`src/plm_pkg.sv`:
```
// Shared types and constants for the positional insert/delete list.
package plm_pkg;

  localparam logic [1:0] OP_INSERT = 2'd0;
  localparam logic [1:0] OP_DELETE = 2'd1;
  localparam logic [1:0] OP_GET    = 2'd2;
  localparam logic [1:0] OP_CLEAR  = 2'd3;

  localparam logic [6:0] CAP_RESET = 7'd64;

  typedef struct packed {
    logic we;
    logic re;
  } ram_ctl_t;

endpackage

```
`src/plm_ram.sv`:
```
// Entry store: one write port, one read port, registered read data.
module plm_ram #(
  parameter int DEPTH      = 64,
  parameter int DATA_WIDTH = 32,
  parameter int AW         = 6
) (
  input  logic                  clk,
  input  plm_pkg::ram_ctl_t     ctl,
  input  logic [AW-1:0]         waddr,
  input  logic [DATA_WIDTH-1:0] wdata,
  input  logic [AW-1:0]         raddr,
  output logic [DATA_WIDTH-1:0] rdata
);
  import plm_pkg::*;

  logic [DATA_WIDTH-1:0] mem [DEPTH];

  always_ff @(posedge clk) begin
    if (ctl.we) begin
      mem[waddr] <= wdata;
    end
  end

  always_ff @(posedge clk) begin
    if (ctl.re) begin
      rdata <= mem[raddr];
    end
  end

endmodule

```
`src/positional_insert_delete_list.sv`:
```
// Top level: positional insert/delete list over a single entry store.
//
//  channel  | handshake              | fields
//  ---------+------------------------+--------------------------
//  request  | start / busy           | kind, position, value
//  result   | done (one-cycle pulse) | ok, read_value, count
//  config   | cfg_valid / cfg_ready  | cfg_data (capacity_in_use)
//
// Clear, rejected requests, insert at the fill and delete of the last entry
// finish from idle; a get reads the store first; other inserts shift up, then
// write. Other deletes shift down. The shift moves one entry per cycle through
// the store's read and write ports. Synchronous reset empties the list; no
// clearing pass. Results cannot be stalled; busy is high while a shift runs.
module positional_insert_delete_list #(
  parameter int DEPTH      = 64,
  parameter int DATA_WIDTH = 32
) (
  input  logic        clk,
  input  logic        rst,
  input  logic        start,
  output logic        busy,
  input  logic [1:0]  kind,
  input  logic [6:0]  position,
  input  logic [31:0] value,
  input  logic        cfg_valid,
  output logic        cfg_ready,
  input  logic [6:0]  cfg_data,
  output logic        done,
  output logic        ok,
  output logic [31:0] read_value,
  output logic [6:0]  count
);
  import plm_pkg::*;

  localparam int AW = $clog2(DEPTH);
  localparam int FW = $clog2(DEPTH + 1);
  localparam int PW = (FW > 7) ? FW : 7;
  localparam int XW = (DATA_WIDTH > 32) ? DATA_WIDTH : 32;

  localparam logic [2:0] S_IDLE = 3'd0;
  localparam logic [2:0] S_GET  = 3'd1;
  localparam logic [2:0] S_UP   = 3'd2;
  localparam logic [2:0] S_INS  = 3'd3;
  localparam logic [2:0] S_DN   = 3'd4;

  logic [2:0]            state, state_next;
  logic [FW-1:0]         fill, fill_next;
  logic [6:0]            cap;
  logic [AW-1:0]         rptr, rptr_next;
  logic [AW-1:0]         pos_r;
  logic [DATA_WIDTH-1:0] val_r;
  logic                  done_next, ok_next;
  logic [DATA_WIDTH-1:0] rd_next;

  ram_ctl_t              ctl;
  logic [AW-1:0]         waddr, raddr;
  logic [DATA_WIDTH-1:0] wdata, rdata;

  logic [PW-1:0]         pos_x, fill_x, cap_x, fdec_x;
  logic [FW-1:0]         fill_dec, fill_inc;
  logic [AW-1:0]         pos_a;
  logic [XW-1:0]         value_x, rd_x, fill_out_x;
  logic [DATA_WIDTH-1:0] val_m;
  logic                  ins_ok, rd_ok;
  logic [PW-1:0]         cnt_x;

  assign busy      = (state != S_IDLE);
  assign cfg_ready = 1'b1;

  assign pos_x    = PW'(position);
  assign fill_x   = PW'(fill);
  assign cap_x    = PW'(cap);
  assign fill_dec = fill - FW'(1);
  assign fill_inc = fill + FW'(1);
  assign fdec_x   = PW'(fill_dec);
  assign pos_a    = pos_x[AW-1:0];
  assign value_x  = XW'(value);
  assign val_m    = value_x[DATA_WIDTH-1:0];
  assign ins_ok   = (fill_x < cap_x) && (fill_x < PW'(DEPTH)) && (pos_x <= fill_x);
  assign rd_ok    = (pos_x < fill_x);

  always_comb begin
    state_next = state;
    fill_next  = fill;
    rptr_next  = rptr;
    ctl        = '0;
    raddr      = rptr;
    waddr      = rptr;
    wdata      = rdata;
    done_next  = 1'b0;
    ok_next    = 1'b0;
    rd_next    = '0;
    case (state)
      S_IDLE: begin
        if (start) begin
          case (kind)
            OP_INSERT: begin
              if (!ins_ok) begin
                done_next = 1'b1;
              end else if (pos_x == fill_x) begin
                ctl.we    = 1'b1;
                waddr     = pos_a;
                wdata     = val_m;
                fill_next = fill_inc;
                done_next = 1'b1;
                ok_next   = 1'b1;
              end else begin
                ctl.re     = 1'b1;
                raddr      = fill_dec[AW-1:0];
                rptr_next  = fill_dec[AW-1:0];
                state_next = S_UP;
              end
            end
            OP_DELETE: begin
              if (!rd_ok) begin
                done_next = 1'b1;
              end else if (pos_x == fdec_x) begin
                fill_next = fill_dec;
                done_next = 1'b1;
                ok_next   = 1'b1;
              end else begin
                ctl.re     = 1'b1;
                raddr      = pos_a + AW'(1);
                rptr_next  = pos_a + AW'(1);
                state_next = S_DN;
              end
            end
            OP_GET: begin
              if (!rd_ok) begin
                done_next = 1'b1;
              end else begin
                ctl.re     = 1'b1;
                raddr      = pos_a;
                state_next = S_GET;
              end
            end
            default: begin
              fill_next = '0;
              done_next = 1'b1;
              ok_next   = 1'b1;
            end
          endcase
        end
      end
      S_GET: begin
        done_next  = 1'b1;
        ok_next    = 1'b1;
        rd_next    = rdata;
        state_next = S_IDLE;
      end
      S_UP: begin
        ctl.we = 1'b1;
        waddr  = rptr + AW'(1);
        wdata  = rdata;
        if (rptr == pos_r) begin
          state_next = S_INS;
        end else begin
          ctl.re    = 1'b1;
          raddr     = rptr - AW'(1);
          rptr_next = rptr - AW'(1);
        end
      end
      S_INS: begin
        ctl.we     = 1'b1;
        waddr      = pos_r;
        wdata      = val_r;
        fill_next  = fill_inc;
        done_next  = 1'b1;
        ok_next    = 1'b1;
        state_next = S_IDLE;
      end
      S_DN: begin
        ctl.we = 1'b1;
        waddr  = rptr - AW'(1);
        wdata  = rdata;
        if (FW'(rptr) == fill_dec) begin
          fill_next  = fill_dec;
          done_next  = 1'b1;
          ok_next    = 1'b1;
          state_next = S_IDLE;
        end else begin
          ctl.re    = 1'b1;
          raddr     = rptr + AW'(1);
          rptr_next = rptr + AW'(1);
        end
      end
      default: begin
        state_next = S_IDLE;
      end
    endcase
  end

  assign rd_x       = XW'(rd_next);
  assign cnt_x      = PW'(fill_next);
  assign fill_out_x = XW'(cnt_x);

  always_ff @(posedge clk) begin
    if (rst) begin
      state <= S_IDLE;
      fill  <= '0;
      cap   <= CAP_RESET;
      done  <= 1'b0;
    end else begin
      state <= state_next;
      fill  <= fill_next;
      done  <= done_next;
      if (cfg_valid && cfg_ready) begin
        cap <= cfg_data;
      end
    end
  end

  always_ff @(posedge clk) begin
    rptr <= rptr_next;
    if (start && !busy) begin
      pos_r <= pos_a;
      val_r <= val_m;
    end
    if (done_next) begin
      ok         <= ok_next;
      read_value <= rd_x[31:0];
      count      <= fill_out_x[6:0];
    end
  end

  plm_ram #(
    .DEPTH      (DEPTH),
    .DATA_WIDTH (DATA_WIDTH),
    .AW         (AW)
  ) u_ram (
    .clk   (clk),
    .ctl   (ctl),
    .waddr (waddr),
    .wdata (wdata),
    .raddr (raddr),
    .rdata (rdata)
  );

`ifndef SYNTHESIS
  a_accept_progress: assert property (@(posedge clk) disable iff (rst)
    (start && !busy) |=> (busy || done))
    else $error("accepted item neither busy nor done");

  a_fail_zero: assert property (@(posedge clk) disable iff (rst)
    (done && !ok) |-> (read_value == '0))
    else $error("rejected item returned data");

  a_fill_bound: assert property (@(posedge clk) disable iff (rst)
    fill <= FW'(DEPTH))
    else $error("fill beyond depth");

  a_port_clash: assert property (@(posedge clk) disable iff (rst)
    (ctl.we && ctl.re) |-> (waddr != raddr))
    else $error("read and write to the same entry");

  a_shift_writes: assert property (@(posedge clk) disable iff (rst)
    (state == S_UP || state == S_DN || state == S_INS) |-> ctl.we)
    else $error("shift cycle without write");
`endif

endmodule

```
`config.mk`:
```
export PLATFORM = sky130hd
export DESIGN_NAME = positional_insert_delete_list
export DESIGN_NICKNAME = d
export VERILOG_FILES = /design/src/plm_pkg.sv /design/src/plm_ram.sv /design/src/positional_insert_delete_list.sv
export SDC_FILE = /design/constraint.sdc
export NUM_CORES = 2
export LEC_CHECK = 0
export BUFFER_PORTS_ARGS = -buffer_cell sky130_fd_sc_hd__buf_2
export CELL_PAD_IN_SITES_DETAIL_PLACEMENT = 2
export CELL_PAD_IN_SITES_GLOBAL_PLACEMENT = 2
export CORE_ASPECT_RATIO = 0.75
export CORE_MARGIN = 4
export CORE_UTILIZATION = 48
export DETAILED_ROUTE_END_ITERATION = 10
export PLACE_DENSITY_LB_ADDON = 0.1
export SLEW_MARGIN = 30
export SYNTH_ARGS = -nofsm -noshare
export SYNTH_HDL_FRONTEND = slang
export SYNTH_SLANG_ARGS = --single-unit
```
`constraint.sdc`:
```
create_clock -name clk -period 11.5 [get_ports clk]
set_input_delay 0.575 -clock clk [delete_from_list [all_inputs] [get_ports clk]]
set_output_delay 0.575 -clock clk [all_outputs]
set_load 0.01 [all_outputs]
```
Word-level counts from Yosys, hierarchy flattened
Memory sizes are Yosys's and may differ from the RTL's. A register that Yosys moved wholly into a read port is not among the register bits.
Index checks and enable logic that the tools add are counted.
{"block": "op_classes", "addsub": 5, "multipliers": 0, "div_mod_pow": 0, "order_cmp": 4, "eq_ne": 20, "shift": 0, "mux": 69, "n_bitwise": 0, "reduce_logical": 12}
{"op": "$mux W32", "count": 4}
{"op": "$mux W6", "count": 13}
{"op": "$pmux W32 S2", "count": 1}
{"op": "$pmux W6 S3", "count": 3}
{"op": "$mux W7", "count": 6}
{"op": "$pmux W7 S3", "count": 2}
{"op": "$mux W3", "count": 8}
{"op": "$pmux W6 S4", "count": 1}
{"op": "$mux W1", "count": 19}
{"op": "$pmux W1 S3", "count": 6}
{"op": "$pmux W3 S3", "count": 2}
{"op": "$ne A3 B3 Y1 const B", "count": 5}
{"op": "$eq A7 B7 Y1", "count": 2}
{"op": "$lt A7 B7 Y1", "count": 2}
{"op": "$add A6 B1 Y6 const B", "count": 2}
{"op": "$pmux W6 S2", "count": 1}
{"op": "$reduce_and A9 Y1", "count": 1}
{"op": "$add A7 B1 Y7 const B", "count": 1}
{"op": "$eq A6 B7 Y1", "count": 1}
{"op": "$le A7 B7 Y1", "count": 1}
{"op": "$lt A7 B7 Y1 const B", "count": 1}
{"op": "$sub A7 B1 Y7 const B", "count": 1}
{"op": "$eq A3 B2 Y1 const B", "count": 2}
{"op": "$eq A6 B6 Y1", "count": 1}
{"op": "other kinds (18)", "count": 24}
{"block": "word_totals", "ff_bits": 102, "latch_bits": 0, "ramBits": 2048, "romBits": 0, "input_bits": 52, "output_inout_bits": 43, "elab_cells": 121, "n_memories": 1}
{"name": "u_ram.mem", "depth": 64, "width": 32, "read_ports": 1, "rd_clocked_by_memory_dff": 1, "write_ports": 1, "line": "plm_ram.sv:16", "rtl": "logic [DATA_WIDTH-1:0] mem [DEPTH];"}

Depth between registers and ports, before layout
{"block": "depth", "depth_word": 9, "ltp_mapped": 21, "ltp_nobuf": 14}

Hierarchy
A second synthesis with hierarchy kept.
{"block": "unflattened", "hier_cells": 4233, "area_unflattened_um2": 86227.7}
{"module": "plm_ram", "n_inst": 1, "cells_each": 3511, "area_per_inst_um2": 79359.9, "seq_area_each_um2": 62459.9}
{"module": "positional_insert_delete_list", "n_inst": 1, "cells_each": 722, "area_per_inst_um2": 6867.8, "seq_area_each_um2": 2882.8}

Least setup slack after synthesis
OpenSTA, ideal clock, no wires.
{"block": "synth_timing", "path_kind": "reg-to-reg", "start": "register fill[4]", "end": "register u_ram.rdata[0], read port of u_ram.mem, enable pin", "setup_time_ns": 0.466, "arrival_time_ns": 4.608, "t_required_ns": 11.034, "slack_ns": 6.426, "stages_incl_launch_ff": 12, "path_buffers": 3, "synth_period_minus_slack_ns": 5.074, "cell_sequence": "dfxtp_1 > clkbuf_1 > buf_2 > inv_1 > ha_1 > a21oi_1 > o21ai_0 > a21oi_1 > and2_1 > clkbuf_1 > a21boi_0 > o21ai_0"}
{"item": "from (decl)", "line": "positional_insert_delete_list.sv:47", "rtl": "logic [FW-1:0] fill, fill_next;"}
{"item": "from (signal assigned)", "line": "positional_insert_delete_list.sv:205", "rtl": "fill <= fill_next;"}
{"item": "to (decl)", "line": "plm_ram.sv:12", "rtl": "output logic [DATA_WIDTH-1:0] rdata"}

Final worst setup path
{"block": "layout_timing", "start": "register fill[0]", "end": "register u_ram.rdata[5], read port of u_ram.mem, data pin"}
{"block": "layout_via", "elab_chain_len": 7, "elab_cells_between_ends": 28, "cone_classes": "add/sub (1); order compare (4); eq/ne (3); mux (18); reduce/logical (2)"}
{"item": "$sub A7 B1 Y7 or $lt A7 B7 Y1 (tied branches)", "line": "positional_insert_delete_list.sv:73, positional_insert_delete_list.sv:79"}
{"item": "$eq A7 B7 Y1 or $logic_and A1 B1 Y1 (tied branches)", "line": "positional_insert_delete_list.sv:117, positional_insert_delete_list.sv:79"}
{"item": "$mux W6 (tied with other cells)", "line": "positional_insert_delete_list.sv:117", "rtl": "end else if (pos_x == fdec_x) begin"}
{"item": "$mux W6 (tied with other cells)", "line": "positional_insert_delete_list.sv:115", "rtl": "if (!rd_ok) begin"}
{"item": "$pmux W6 S3 or $pmux W1 S3 (tied branches)", "line": "positional_insert_delete_list.sv:96", "rtl": "case (kind)"}
{"item": "$mux W6 or $mux W2 (tied branches)", "line": "positional_insert_delete_list.sv:95", "rtl": "if (start) begin"}
{"item": "$pmux W6 S3 or $pmux W1 S3 (tied branches)", "line": "positional_insert_delete_list.sv:93", "rtl": "case (state)"}
Several ways; a longest one is shown, not always the timed one.
A chain may end at the register's enable or synchronous reset.

==> PnR_summary.wiki <==
{| class="wikitable"
! Metric !! Value
|-
| Fin crit share || 65.37%
|-
| IO buf count || 93
|-
| Unrepaired setup endpoints after global routing || false
|-
| Slew Viols, Final || 0
|-
| Area growth from synthesis to final layout || 11.98%
|-
| Pre-Repair DR Iteration Count || 5
|-
| Setup slack on the worst flop-to-flop path || 3.98 ns
|-
| DPL Wire Length || 204.0 mm
|-
| Placeable core area || 184,100 µm²
|-
| Count of cell types in the netlist || 100
|-
| Wire length of the first global-routing pass || 525.5 mm
|-
| Root buffer cell || clkbuf_16
|-
| Final setup violating endpoints || 0
|-
| Delay of the slowest cell on the worst path || 0.81 ns
|-
| Crit path DAT || 8.22 ns
|-
| Most frequently used flop master after synthesis || edfxtp_1
|-
| Clock insertion delay at the later pin of the skew report || 0.87 ns
|-
| Run status || finished, final reports clean
|-
| Critical path startpoint category || register
|-
| LEAKAGE || 33.20 nW
|-
| Standard-cell row count || 136
|-
| Total grt overflow || 0
|-
| Detailed Route WL || 375.3 mm
|-
| Area of the mapped netlist || 89,330 µm²
|-
| Synthesized netlist cell count || 6,403
|-
| Share of cells above drive strength 1 || 11.62%
|-
| Max-slew headroom || 26.11%
|-
| Syn Area/Cell || 13.95 µm²
|-
| I/O pin count || 95
|-
| Power density over the cells || 303.9 nW/µm²
|-
| Pin count of the biggest net entering global routing || 149
|-
| Clock Path Buffers || 3
|-
| DRC viols || 0
|-
| Worst voltage drop across the vdd grid || 0.2683 mV
|-
| Fin nets || 6,539
|-
| Met2 Use GR || 60.10%
|-
| Critical-path maximum fanout || 130
|-
| Clock Skew || 0.03983 ns
|-
| Final total negative setup slack || 0 ns
|-
| Mapped Nets || 6,478
|-
| Warnings from Yosys || 0
|-
| Top cell by count, worst path || a311oi_1
|-
| Kind of critical path || reg2reg
|-
| Number of buffers added by the clock tree synthesis step || 209
|-
| CTS H-tree depth || 4
|-
| Crit path required time || 12.20 ns
|-
| Ratio of routed vias to standard cells || 7.014
|-
| Final WS setup || 3.983 ns
|-
| Number of synthesized flops with an enable pin || 2,164
|-
| Met3 usage in global routing || 9.280%
|-
| Number of global-route vias before repair || 67,660
|-
| Via count || 63,990
|-
| Async set-reset flop share out of synthesis || 0%
|-
| Post-CTS Repair Setup Buffers || 0
|-
| Classification of the worst-slack hold path || in2reg
|-
| Final Hold Vio Count || 0
|-
| MaxCap Viol Count || 0
|-
| Pre-CTS worst setup slack || 4.221 ns
|-
| Post-DR wirelength/cell || 41.13 µm
|-
| Met1 track demand over resource in global routing || 48.99%
|-
| Global routing usage summed across all routing layers || 38.06%
|-
| Register bit count reported by yosys || 2,182
|-
| Shortest period the worst path allows || 7.517 ns
|-
| Clock-pin slew of the registers on the worst-case setup and hold paths || 0.07 ns
|-
| Worst-path cell with the longest stage delay || nor4_1
|-
| Antenna violations before repair || 47
|-
| Chip height || 381.6 µm
|-
| Sequential fraction of the synthesis area || 73.15%
|-
| Max Clk Rate || 0.1330 GHz
|-
| CTS tree || built
|-
| Most Crowded Layer GR || met2
|-
| Starting density of the core || 48.52%
|-
| Number of clock sinks || 2,182
|-
| Nature of the critical path endpoint || register
|-
| Weighted congestion at the end of routability-driven global placement || 0.8859
|-
| Remaining antenna violation count after routing || 0
|-
| Horizontal extent of the die || 506.1 µm
|-
| Cells along the critical path || inv_1 -> ha_1 -> nor3b_4 -> nand2_1 -> a2bb2oi_1 -> nor4_1 -> nor4b_2 -> or2_4 -> nand2_4 -> buf_12 -> buf_4 -> a211oi_1 -> a311oi_1 -> a311oi_1 -> o21ai_2 -> and4b_1
|-
| Worst-Margin Slew || 1.100 ns
|-
| Number of design-rule violations left by the first detailed-router iteration || 9,389
|-
| Overall die area || 193,100 µm²
|}
==> cells in the mapped netlist, types with 12 or more instances <==
cell type	count	share of area [%]
buf_4	22	0.18
a311o_1	22	0.25
nand2_1	1278	5.4
nor3_1	60	0.34
edfxtp_1	2164	73
a211oi_1	208	1.7
a211o_1	22	0.22
o32ai_1	35	0.34
buf_2	214	1.2
o21ai_0	150	0.84
o221a_2	26	0.33
or3_1	14	0.098
dfxtp_1	18	0.40
inv_1	36	0.15
o211ai_1	20	0.17
a311oi_1	149	1.5
a21oi_1	245	1.4
clkbuf_1	194	0.82
xnor2_1	13	0.13
o221ai_1	37	0.36
ha_1	23	0.32
nor4_1	30	0.21
o22ai_1	54	0.38
a221oi_1	37	0.36
nand2b_1	13	0.091
o31ai_1	19	0.16
buf_1	40	0.17
xor2_1	12	0.12
a31oi_1	105	0.74
and3_1	224	1.6
nor2_1	139	0.58
o41ai_1	13	0.13
and2_1	49	0.34
nand3_1	238	1.3
a22oi_1	42	0.35
mux2i_1	233	2.6
nand4_1	28	0.20
==> stage by stage <==
stage               cells  area, µm²  hold slack [ns]  total power [mW]  utilization (%)
floorplan            6403      89330           0.4604             17.17                -
global placement     8693      93120           0.4793             22.24            50.58
detailed placement   8700      93270           0.5044             23.06            50.66
CTS                  9109      99950          0.01757             29.90            54.28
global route         9110      99990          0.05910             31.09            54.31
finish               9124     100000          0.06579             30.40            54.33
==> routing by layer <==
metal	share of wire, %	up-vias
met5	0.047	-
met4	6.1	26
met3	10	1128
met2	46	4288
met1	37	33740
li1	-	24810
==> worst paths after layout <==
path,start,end,cells past startpoint
setup / recovery,fill[0]$_SDFF_PP0_,u_ram.rdata[5]$_DFFE_PP_,16
setup reg to reg,fill[0]$_SDFF_PP0_,u_ram.rdata[5]$_DFFE_PP_,16
hold reg to reg,cap[2]$_SDFFE_PP0P_,cap[2]$_SDFFE_PP0P_,2
hold / removal,cfg_data[3],cap[3]$_SDFFE_PP0P_,3
==> final cells by class <==
type / instances / area [µm²]
Clock inverter: 105 / 823.3
Inverter: 38 / 142.6
Sequential cell: 2182 / 65340
Multi-Input combinational cell: 3708 / 22520
Tap cell: 2484 / 3108
Timing Repair Buffer: 325 / 2562
Clock buffer: 268 / 5494
Fill cell: 16740 / 84090
Antenna cell: 14 / 35.03
==> worst max-delay path: cells and delay by family, from the launching register on <==
kind | cells | cell delay (ns)
simple gates | 7 | 3.30
buf+inv | 3 | 1.32
fa+ha+maj | 1 | 0.42
flops | 1 | 0.45
compound gates | 5 | 1.58
==> registers in the layout, indices dropped and copies added (netlist names) <==
register	count
fill	7
read_value	32
state	3
pos_r	6
ok	1
count	7
rptr	6
cap	7
val_r	32
u_ram.rdata	32
done	1
u_ram.mem	2048
==> layout by cell type (no fill, tap or decap), types with 24 or more instances in the layout <==
| cell | instances |
|---|---|
| buf_2 | 93 |
| o21ai_0 | 137 |
| nand3_1 | 238 |
| nor2_1 | 68 |
| a311oi_1 | 148 |
| a31oi_1 | 105 |
| nor3_1 | 56 |
| nand2_1 | 1242 |
| and3_1 | 223 |
| clkbuf_1 | 57 |
| a221oi_1 | 36 |
| a22oi_1 | 42 |
| nand2_2 | 24 |
| nor2_4 | 66 |
| clkinv_1 | 51 |
| clkbuf_16 | 211 |
| o221ai_1 | 37 |
| o22ai_1 | 54 |
| nor4_1 | 30 |
| mux2i_1 | 233 |
| buf_4 | 173 |
| inv_1 | 36 |
| o32ai_1 | 35 |
| nand4_1 | 28 |
| edfxtp_1 | 2164 |
| clkinv_2 | 30 |
| o221a_2 | 26 |
| a21oi_1 | 245 |
| and2_1 | 49 |
| dlygate4sd3_1 | 36 |
| a211oi_1 | 199 |
==> power by group <==
part	internal, mW	switching [mW]
clock network	3.59	3.19
logic	2.92	10.0
registers	10.3	0.333
total	16.8	13.6
==> cells by family (layout without fill, tap and decap cells) <==
logic type / count (synthesis) / count (layout) / share of synthesized area [%]
xor gates and xnor gates: 26 / 26 / 0.2703
muxes: 243 / 243 / 2.750
other: 1 / 15 / 0.004198
AOI/OAI and AO/OA: 1292 / 1292 / 10.33
and+or+nand+nor: 2123 / 2123 / 10.59
adders and majority gates: 23 / 23 / 0.3222
DFF: 2182 / 2182 / 73.15
buffers and inverters: 513 / 736 / 2.590
==> what timing repair did <==
item / 4_1_cts / 5_1_grt
gates resized for setup: 0 / 0
hold buffers: 36 / 0
hold endpoints to repair: 36 / 0
(Power assumes the default switching activity.)
